==> src/rtl/hafr_pkg.sv <==
`timescale 1ns / 1ps

package hafr_pkg;

   // Framing octets
   localparam logic [7:0] FLAG_OCTET = 8'h7E;
   localparam logic [7:0] ESC_OCTET  = 8'h7D;
   localparam logic [7:0] XOR_BIT5   = 8'h20;

   // Field widths
   localparam int unsigned LEN_WIDTH   = 10;
   localparam int unsigned BYTE_WIDTH  = 8;
   localparam int unsigned EVENT_WIDTH = 3;
   localparam int unsigned CSR_INDEX_WIDTH = 1;
   localparam int unsigned CSR_DATA_WIDTH  = 10;

   // Register indexes
   localparam logic [CSR_INDEX_WIDTH-1:0] CSR_MIN_FRAME_LENGTH = 1'd0;
   localparam logic [CSR_INDEX_WIDTH-1:0] CSR_MAX_FRAME_LENGTH = 1'd1;

   // Register reset values
   localparam logic [LEN_WIDTH-1:0] MIN_FRAME_LENGTH_RESET = 10'd6;
   localparam logic [LEN_WIDTH-1:0] MAX_FRAME_LENGTH_RESET = 10'd130;

   // Event codes
   localparam logic [EVENT_WIDTH-1:0] EV_ESCAPE   = 3'd0;
   localparam logic [EVENT_WIDTH-1:0] EV_STORED   = 3'd1;
   localparam logic [EVENT_WIDTH-1:0] EV_COMPLETE = 3'd2;
   localparam logic [EVENT_WIDTH-1:0] EV_RESYNC   = 3'd3;
   localparam logic [EVENT_WIDTH-1:0] EV_DISCARD  = 3'd4;
   localparam logic [EVENT_WIDTH-1:0] EV_DROP     = 3'd5;
   localparam logic [EVENT_WIDTH-1:0] EV_FULL     = 3'd6;
   localparam logic [EVENT_WIDTH-1:0] EV_CANCEL   = 3'd7;

   typedef struct packed {
      logic [BYTE_WIDTH-1:0] rx_byte;
      logic                  store_full;
   } req_payload_type;

   typedef struct packed {
      logic [EVENT_WIDTH-1:0] event_res;
      logic [BYTE_WIDTH-1:0]  byte_out;
      logic                   byte_valid;
      logic [LEN_WIDTH-1:0]   frame_bytes;
   } rsp_payload_type;

endpackage

==> src/rtl/hdlc_async_frame_receiver_unit.sv <==
`timescale 1ns / 1ps

// HDLC asynchronous receive deframer.
// Request channel (req_valid / req_stall / req_payload): one raw serial
// octet per beat, with the downstream store_full status of that moment.
// Response channel (rsp_valid / rsp_stall / rsp_payload): exactly one beat
// per request beat, in order, carrying the event code, the unstuffed byte
// and its push strobe, and the frame length before the octet.
// Control port (csr_valid / csr_ready / csr_index / csr_data): writes the
// minimum and maximum frame length; always ready, and meant to be used
// while no octet is in flight.
// A request beat passes the input register, then the deframing logic that
// updates the escape, overflow and length state and loads the output
// register. Throughput is one octet per cycle while rsp_stall is low. A
// stalled response holds the output register; an empty input register
// still takes one more beat, then holds, and req_stall rises until the
// response moves.
// Reset clears the escape and overflow flags, the length count, both
// pipeline valid bits, and loads the length registers with 6 and 130.
module hdlc_async_frame_receiver_unit
   import hafr_pkg::*;
(
   input  logic                       clock,
   input  logic                       reset,
   input  logic                       req_valid,
   output logic                       req_stall,
   input  req_payload_type            req_payload,
   output logic                       rsp_valid,
   input  logic                       rsp_stall,
   output rsp_payload_type            rsp_payload,
   input  logic                       csr_valid,
   output logic                       csr_ready,
   input  logic [CSR_INDEX_WIDTH-1:0] csr_index,
   input  logic [CSR_DATA_WIDTH-1:0]  csr_data
);

   logic                  in_valid_ff;
   req_payload_type       in_data_ff;
   logic                  out_valid_ff;
   rsp_payload_type       out_data_ff;
   logic [LEN_WIDTH-1:0]  min_len_ff;
   logic [LEN_WIDTH-1:0]  max_len_ff;
   logic                  escape_ff;
   logic                  overflowed_ff;
   logic [LEN_WIDTH-1:0]  count_ff;

   logic                  escape_in;
   logic                  overflowed_in;
   logic [LEN_WIDTH-1:0]  count_in;
   rsp_payload_type       out_data_in;
   logic                  advance;
   logic                  req_take;
   logic [BYTE_WIDTH-1:0] data_byte;

   // Move the stage forward whenever the output register is free or drains
   assign advance   = !out_valid_ff || !rsp_stall;
   assign req_stall = in_valid_ff && !advance;
   assign req_take  = req_valid && !req_stall;
   assign csr_ready = 1'b1;

   assign rsp_valid   = out_valid_ff;
   assign rsp_payload = out_data_ff;

   // Unstuff the byte when an escape is pending
   assign data_byte = in_data_ff.rx_byte ^ (escape_ff ? XOR_BIT5 : '0);

   // Deframing decision for the registered octet
   always_comb begin
      escape_in     = escape_ff;
      overflowed_in = overflowed_ff;
      count_in      = count_ff;
      out_data_in.event_res   = EV_ESCAPE;
      out_data_in.byte_out    = '0;
      out_data_in.byte_valid  = 1'b0;
      out_data_in.frame_bytes = count_ff;

      if (in_data_ff.rx_byte == FLAG_OCTET) begin
         if (escape_ff) begin
            escape_in = 1'b0;
            out_data_in.event_res = EV_CANCEL;
         end else if (overflowed_ff) begin
            overflowed_in = 1'b0;
            count_in      = '0;
            out_data_in.event_res = EV_DISCARD;
         end else if (count_ff >= min_len_ff) begin
            count_in = '0;
            out_data_in.event_res = EV_COMPLETE;
         end else begin
            count_in = '0;
            out_data_in.event_res = EV_RESYNC;
         end
      end else if (!escape_ff && in_data_ff.rx_byte == ESC_OCTET) begin
         escape_in = 1'b1;
         out_data_in.event_res = EV_ESCAPE;
      end else begin
         escape_in = 1'b0;
         if (count_ff < max_len_ff) begin
            if (in_data_ff.store_full) begin
               out_data_in.event_res = EV_FULL;
            end else begin
               count_in = count_ff + LEN_WIDTH'(1);
               out_data_in.event_res  = EV_STORED;
               out_data_in.byte_out   = data_byte;
               out_data_in.byte_valid = 1'b1;
            end
         end else begin
            overflowed_in = 1'b1;
            out_data_in.event_res = EV_DROP;
         end
      end
   end

   // Control state: pipeline valid bits, deframer flags, length registers
   always_ff @(posedge clock) begin
      if (reset) begin
         in_valid_ff   <= 1'b0;
         out_valid_ff  <= 1'b0;
         escape_ff     <= 1'b0;
         overflowed_ff <= 1'b0;
         count_ff      <= '0;
         min_len_ff    <= MIN_FRAME_LENGTH_RESET;
         max_len_ff    <= MAX_FRAME_LENGTH_RESET;
      end else begin
         // Fill the input register whenever it is not held
         if (!req_stall) begin
            in_valid_ff <= req_valid;
         end
         if (advance) begin
            out_valid_ff <= in_valid_ff;
            if (in_valid_ff) begin
               escape_ff     <= escape_in;
               overflowed_ff <= overflowed_in;
               count_ff      <= count_in;
            end
         end
         if (csr_valid && csr_ready) begin
            if (csr_index == CSR_MIN_FRAME_LENGTH) begin
               min_len_ff <= csr_data;
            end else begin
               max_len_ff <= csr_data;
            end
         end
      end
   end

   // Payload registers: load on each advancing beat
   always_ff @(posedge clock) begin
      if (req_take) begin
         in_data_ff <= req_payload;
      end
      if (advance && in_valid_ff) begin
         out_data_ff <= out_data_in;
      end
   end

   // The push strobe marks exactly the stored-byte event
   assert property (@(posedge clock) disable iff (reset)
      rsp_valid |-> (rsp_payload.byte_valid == (rsp_payload.event_res == EV_STORED)))
      else $error("byte_valid does not match stored event");

   // A stored byte grows the frame length by one
   assert property (@(posedge clock) disable iff (reset)
      (advance && in_valid_ff && out_data_in.event_res == EV_STORED)
      |=> count_ff == $past(count_ff) + LEN_WIDTH'(1))
      else $error("frame length did not advance on stored byte");

   // An absorbed escape leaves the escape armed
   assert property (@(posedge clock) disable iff (reset)
      (advance && in_valid_ff && out_data_in.event_res == EV_ESCAPE) |=> escape_ff)
      else $error("escape not armed");

   // A dropped byte marks the frame overflowed
   assert property (@(posedge clock) disable iff (reset)
      (advance && in_valid_ff && out_data_in.event_res == EV_DROP) |=> overflowed_ff)
      else $error("overflow not flagged on dropped byte");

   // Closing flags restart the length count
   assert property (@(posedge clock) disable iff (reset)
      (advance && in_valid_ff && (out_data_in.event_res == EV_COMPLETE
         || out_data_in.event_res == EV_RESYNC || out_data_in.event_res == EV_DISCARD))
      |=> count_ff == '0)
      else $error("frame length not cleared at flag");

endmodule

==> config.mk <==
export PLATFORM = sky130hd
export DESIGN_NAME = hdlc_async_frame_receiver_unit
export DESIGN_NICKNAME = d
export VERILOG_FILES = /design/src/rtl/hafr_pkg.sv /design/src/rtl/hdlc_async_frame_receiver_unit.sv
export SDC_FILE = /design/constraint.sdc
export NUM_CORES = 1
export LEC_CHECK = 0
export BUFFER_PORTS_ARGS = -buffer_cell sky130_fd_sc_hd__buf_2
export CAP_MARGIN = 20
export CORE_MARGIN = 4
export CORE_UTILIZATION = 40
export CTS_BUF_LIST = sky130_fd_sc_hd__clkbuf_16
export CTS_CLUSTER_DIAMETER = 200
export DETAILED_ROUTE_END_ITERATION = 8
export HOLD_SLACK_MARGIN = 0.08
export PLACE_DENSITY = 0.57
export SLEW_MARGIN = 10
export SYNTH_ARGS = -nofsm -noshare
export SYNTH_HDL_FRONTEND = slang
export SYNTH_SLANG_ARGS = --single-unit
==> constraint.sdc <==
create_clock -name clock -period 6.2 [get_ports clock]
set_clock_uncertainty 0.2 [all_clocks]
set_input_delay 0.62 -clock clock [delete_from_list [all_inputs] [get_ports clock]]
set_output_delay 0.62 -clock clock [all_outputs]
set_load 0.01 [all_outputs]
==> run_results.csv <==
group,metric,value,unit
run_status,status,"finished, final reports clean",
finish,mostFrequentLayoutCell,"nand2_1",
finish,layout_common_cells,"58 x nand2_1, 48 x buf_2, 34 x dfxtp_1",
cts,cts_buffers,9,
timing,min_period,2.93,ns
yosys,yosysSeqAreaShare,0.533,
floorplan,die_w,95.0,um
timing,fmax,0.341,GHz
floorplan,core,7290,um^2
critical_path,rrSetupSlack,3.27,ns
grt,grt_first_pass_wirelength,10.1,mm
routing,first_pass_iters,4,
cts,htreeDepth,3,
finish,diodes,0,
timing,period_share,0.473,
critical_path,critical_path.startpoint,"count_ff[7]",
placement,place_hpwl,4.40,mm
cts,clock_sinks,65,
cts,clk_path_buf_depth,2,
critical_path,end_kind,"register",
floorplan,rows,31,
min_path,holdPathEnd,"min_len_ff[4]",
cts,hold_buffers,0,
finish,area_growth,21.5,%
placement,port_buffers,48,
yosys,async_flop_share,0,
yosys,synth_compound_area_frac,0.127,
routing,via_per_inst,4.88,
timing,hold_viol_final,0,
floorplan,die_area,9020,um^2
finish,layoutNonFillerInstCount,464,
routing,antenna_left,0,
critical_path,critPathKind,"register to register",
yosys,synth_cell_types,40,
finish,fin_nets,405,
critical_path,worst_path_dominant_cell_family,"simple AND/OR/NAND/NOR gates",
timing,fin_setup_tns,0,ns
grt,gr-usage-all-layers,0.147,
finish,multi_input_area,1280,um^2
timing,rsz0062_at_grt,"no",
placement,gp_congestion,0.812,
timing,worstMarginPinSlew,0.812,ns
grt,grt-ovfl-total,0,
yosys,synth_ff_type,"dfxtp_1",
cts,root_buffer,"clkbuf_16",
power,powerDensity,299,nW/um^2
floorplan,die_h,95.0,um
critical_path,critPathArrivalTime,2.98,ns
grt,grt_antenna_before_repair,0,
finish,final_area,3670,um^2
floorplan,io_pins,50,
yosys,yosysWarnings,0,
grt,grt_pass1_vias,2083,
critical_path,critPathMaxStageDelay,0.58,ns
critical_path,rr_worst_depth,7,
timing,relSlewSlack,0.457,
grt,grt_max_degree,35,
critical_path,required,6.25,ns
yosys,netlist_area,3030,um^2
finish,regArea,1610,um^2
yosys,synth_top_family_by_area,"simple AND/OR/NAND/NOR gates",
critical_path,cp_cell_sequence,"ha_1 > a211oi_2 > nor2_1 > or3_1 > or3_1 > or4_1 > a31oi_1",
yosys,syn_area_per_cell,9.67,um^2
critical_path,rr_endpoint,"count_ff[3]",
critical_path,crit_path_start_kind,"register",
routing,wl,6.11,mm
placement,place_area,3350,um^2
yosys,synth_edf_count,31,
run,maxCapViolCount,0,
floorplan,start_util,0.415,
routing,first_iter_violations,86,
critical_path,crit_path_frequent_cell,"or3_1",
critical_path,slowest_stage,"or4_1",
cts,cts_tree,"yes",
yosys,ys_ff_latch,65,
yosys,syn_nets,358,
min_path,hold_path.class,"register to register",
power,power_leakage,1.46,nW
power,irDropWorstVdd,0.149,mV
cts,postCtsResizedCells,0,
yosys,yosys.area_share.simple,0.208,
routing,drc,0,
timing,finalSetupViolations,0,
placement,dp_cells,448,
min_path,worstHoldStart,"min_len_ff[4]",
yosys,synthMuxAreaShare,0,
cts,post-cts-setup-buffers,0,
critical_path,crit_fanout,19,
yosys,netlist_instances,313,
critical_path,cp.buffers_inverters,0,
yosys,synth_xor_area_frac,0.00289,
routing,wire_per_inst,13.2,um
yosys,synthAdderAreaFrac,0.0827,
cts,clk_pin_slew,0.06,ns
min_path,hold_path_depth,2,
critical_path,rr_startpoint,"count_ff[7]",
timing,slew_violations,0,
finish,drive_gt1_frac,0.186,
cts,clkLatencyLatePin,0.33,ns
finish,fillCellCount,726,
routing,vias,2263,
through the flow:
step / power [mW] / util / setup WS, ns / hold slack, ns
after CTS: 1.11 / 0.504 / 3.26 / 0.254
after detailed placement: 0.561 / 0.459 / 3.30 / 0.247
after global placement: 0.560 / 0.459 / 3.37 / 0.244
final: 1.10 / 0.504 / 3.27 / 0.253
after global routing: 1.14 / 0.504 / 3.04 / 0.258
after floorplan: 0.533 / - / 2.45 / 0.236
sequential cells by signal, indices dropped and copies added (netlist names):
name           cells
in_valid_ff        1
max_len_ff        10
overflowed_ff      1
count_ff          10
rsp_valid          1
in_data_ff         9
rsp_payload       22
min_len_ff        10
escape_ff          1
metal layers:
layer | GRT usage | vias to the layer above | part of all wire
li1 | - | 1203 | -
met1 | 0.199 | 1007 | 0.49
met2 | 0.224 | 44 | 0.45
met3 | 0.0311 | 9 | 0.039
met4 | 0.0685 | 0 | 0.015
met5 | 0 | - | 0
where the power goes:
group,internal (mW),leakage [nW],total [mW],switching (mW)
Sequential,0.469,0.576,0.478,0.00857
Combinational,0.0283,0.727,0.0730,0.0448
Clock,0.356,0.157,0.546,0.191
Total,0.853,1.46,1.10,0.244
logic make-up after synthesis:
family          after synthesis
simple gates                129
buf+inv                      35
compound gates               62
fa+ha+maj                    20
flops                        65
other cells                   1
xor+xnor                      1
worst min-delay path: cells and delay by family, from the launching register on:
family	cells	cell delay, ns
AOI/OAI and AO/OA	1	0.05
DFF	1	0.31
and+or+nand+nor	1	0.05
area by class of cell:
class | instances | share of cell area
clock inverters | 7 | 0.0279
inverters | 22 | 0.0225
clock buffers | 9 | 0.0613
multi-input cells | 213 | 0.349
well taps | 99 | 0.0337
flip-flops and latches | 65 | 0.439
repair buffers | 49 | 0.0674
worst max-delay path by stage:
stage | to | slack [ns] | depth (start not counted)
floorplan | count_ff[4] | 2.45 | 5
global placement | count_ff[3] | 3.37 | 7
detailed placement | count_ff[3] | 3.30 | 7
CTS | count_ff[5] | 3.26 | 7
global route | count_ff[5] | 3.04 | 7
finish | count_ff[3] | 3.27 | 7
cell usage after synthesis, drive strengths merged, types with 2 or more instances:
| cell | instances | share of area |
|---|---|---|
| nand2 | 58 | 0.072 |
| dfxtp | 34 | 0.22 |
| edfxtp | 31 | 0.31 |
| a21oi | 29 | 0.048 |
| inv | 22 | 0.027 |
| ha | 20 | 0.083 |
| nor2 | 18 | 0.022 |
| clkbuf | 10 | 0.012 |
| a31oi | 9 | 0.019 |
| and2 | 9 | 0.019 |
| o211ai | 7 | 0.017 |
| nand3 | 6 | 0.0099 |
| or4 | 6 | 0.015 |
| nand2b | 5 | 0.010 |
| nor2b | 5 | 0.010 |
| nor3 | 5 | 0.0083 |
| a211oi | 4 | 0.012 |
| buf | 3 | 0.0054 |
| nand4b | 3 | 0.0087 |
| o21ai | 3 | 0.0050 |
| or3 | 3 | 0.0062 |
| a211o | 2 | 0.0058 |
| a21o | 2 | 0.0050 |
| and4 | 2 | 0.0058 |
| nand3b | 2 | 0.0050 |
| nand4 | 2 | 0.0041 |
| nor4 | 2 | 0.0041 |
| o311ai | 2 | 0.0058 |
Note: power is estimated with default switching activity, not from simulation.
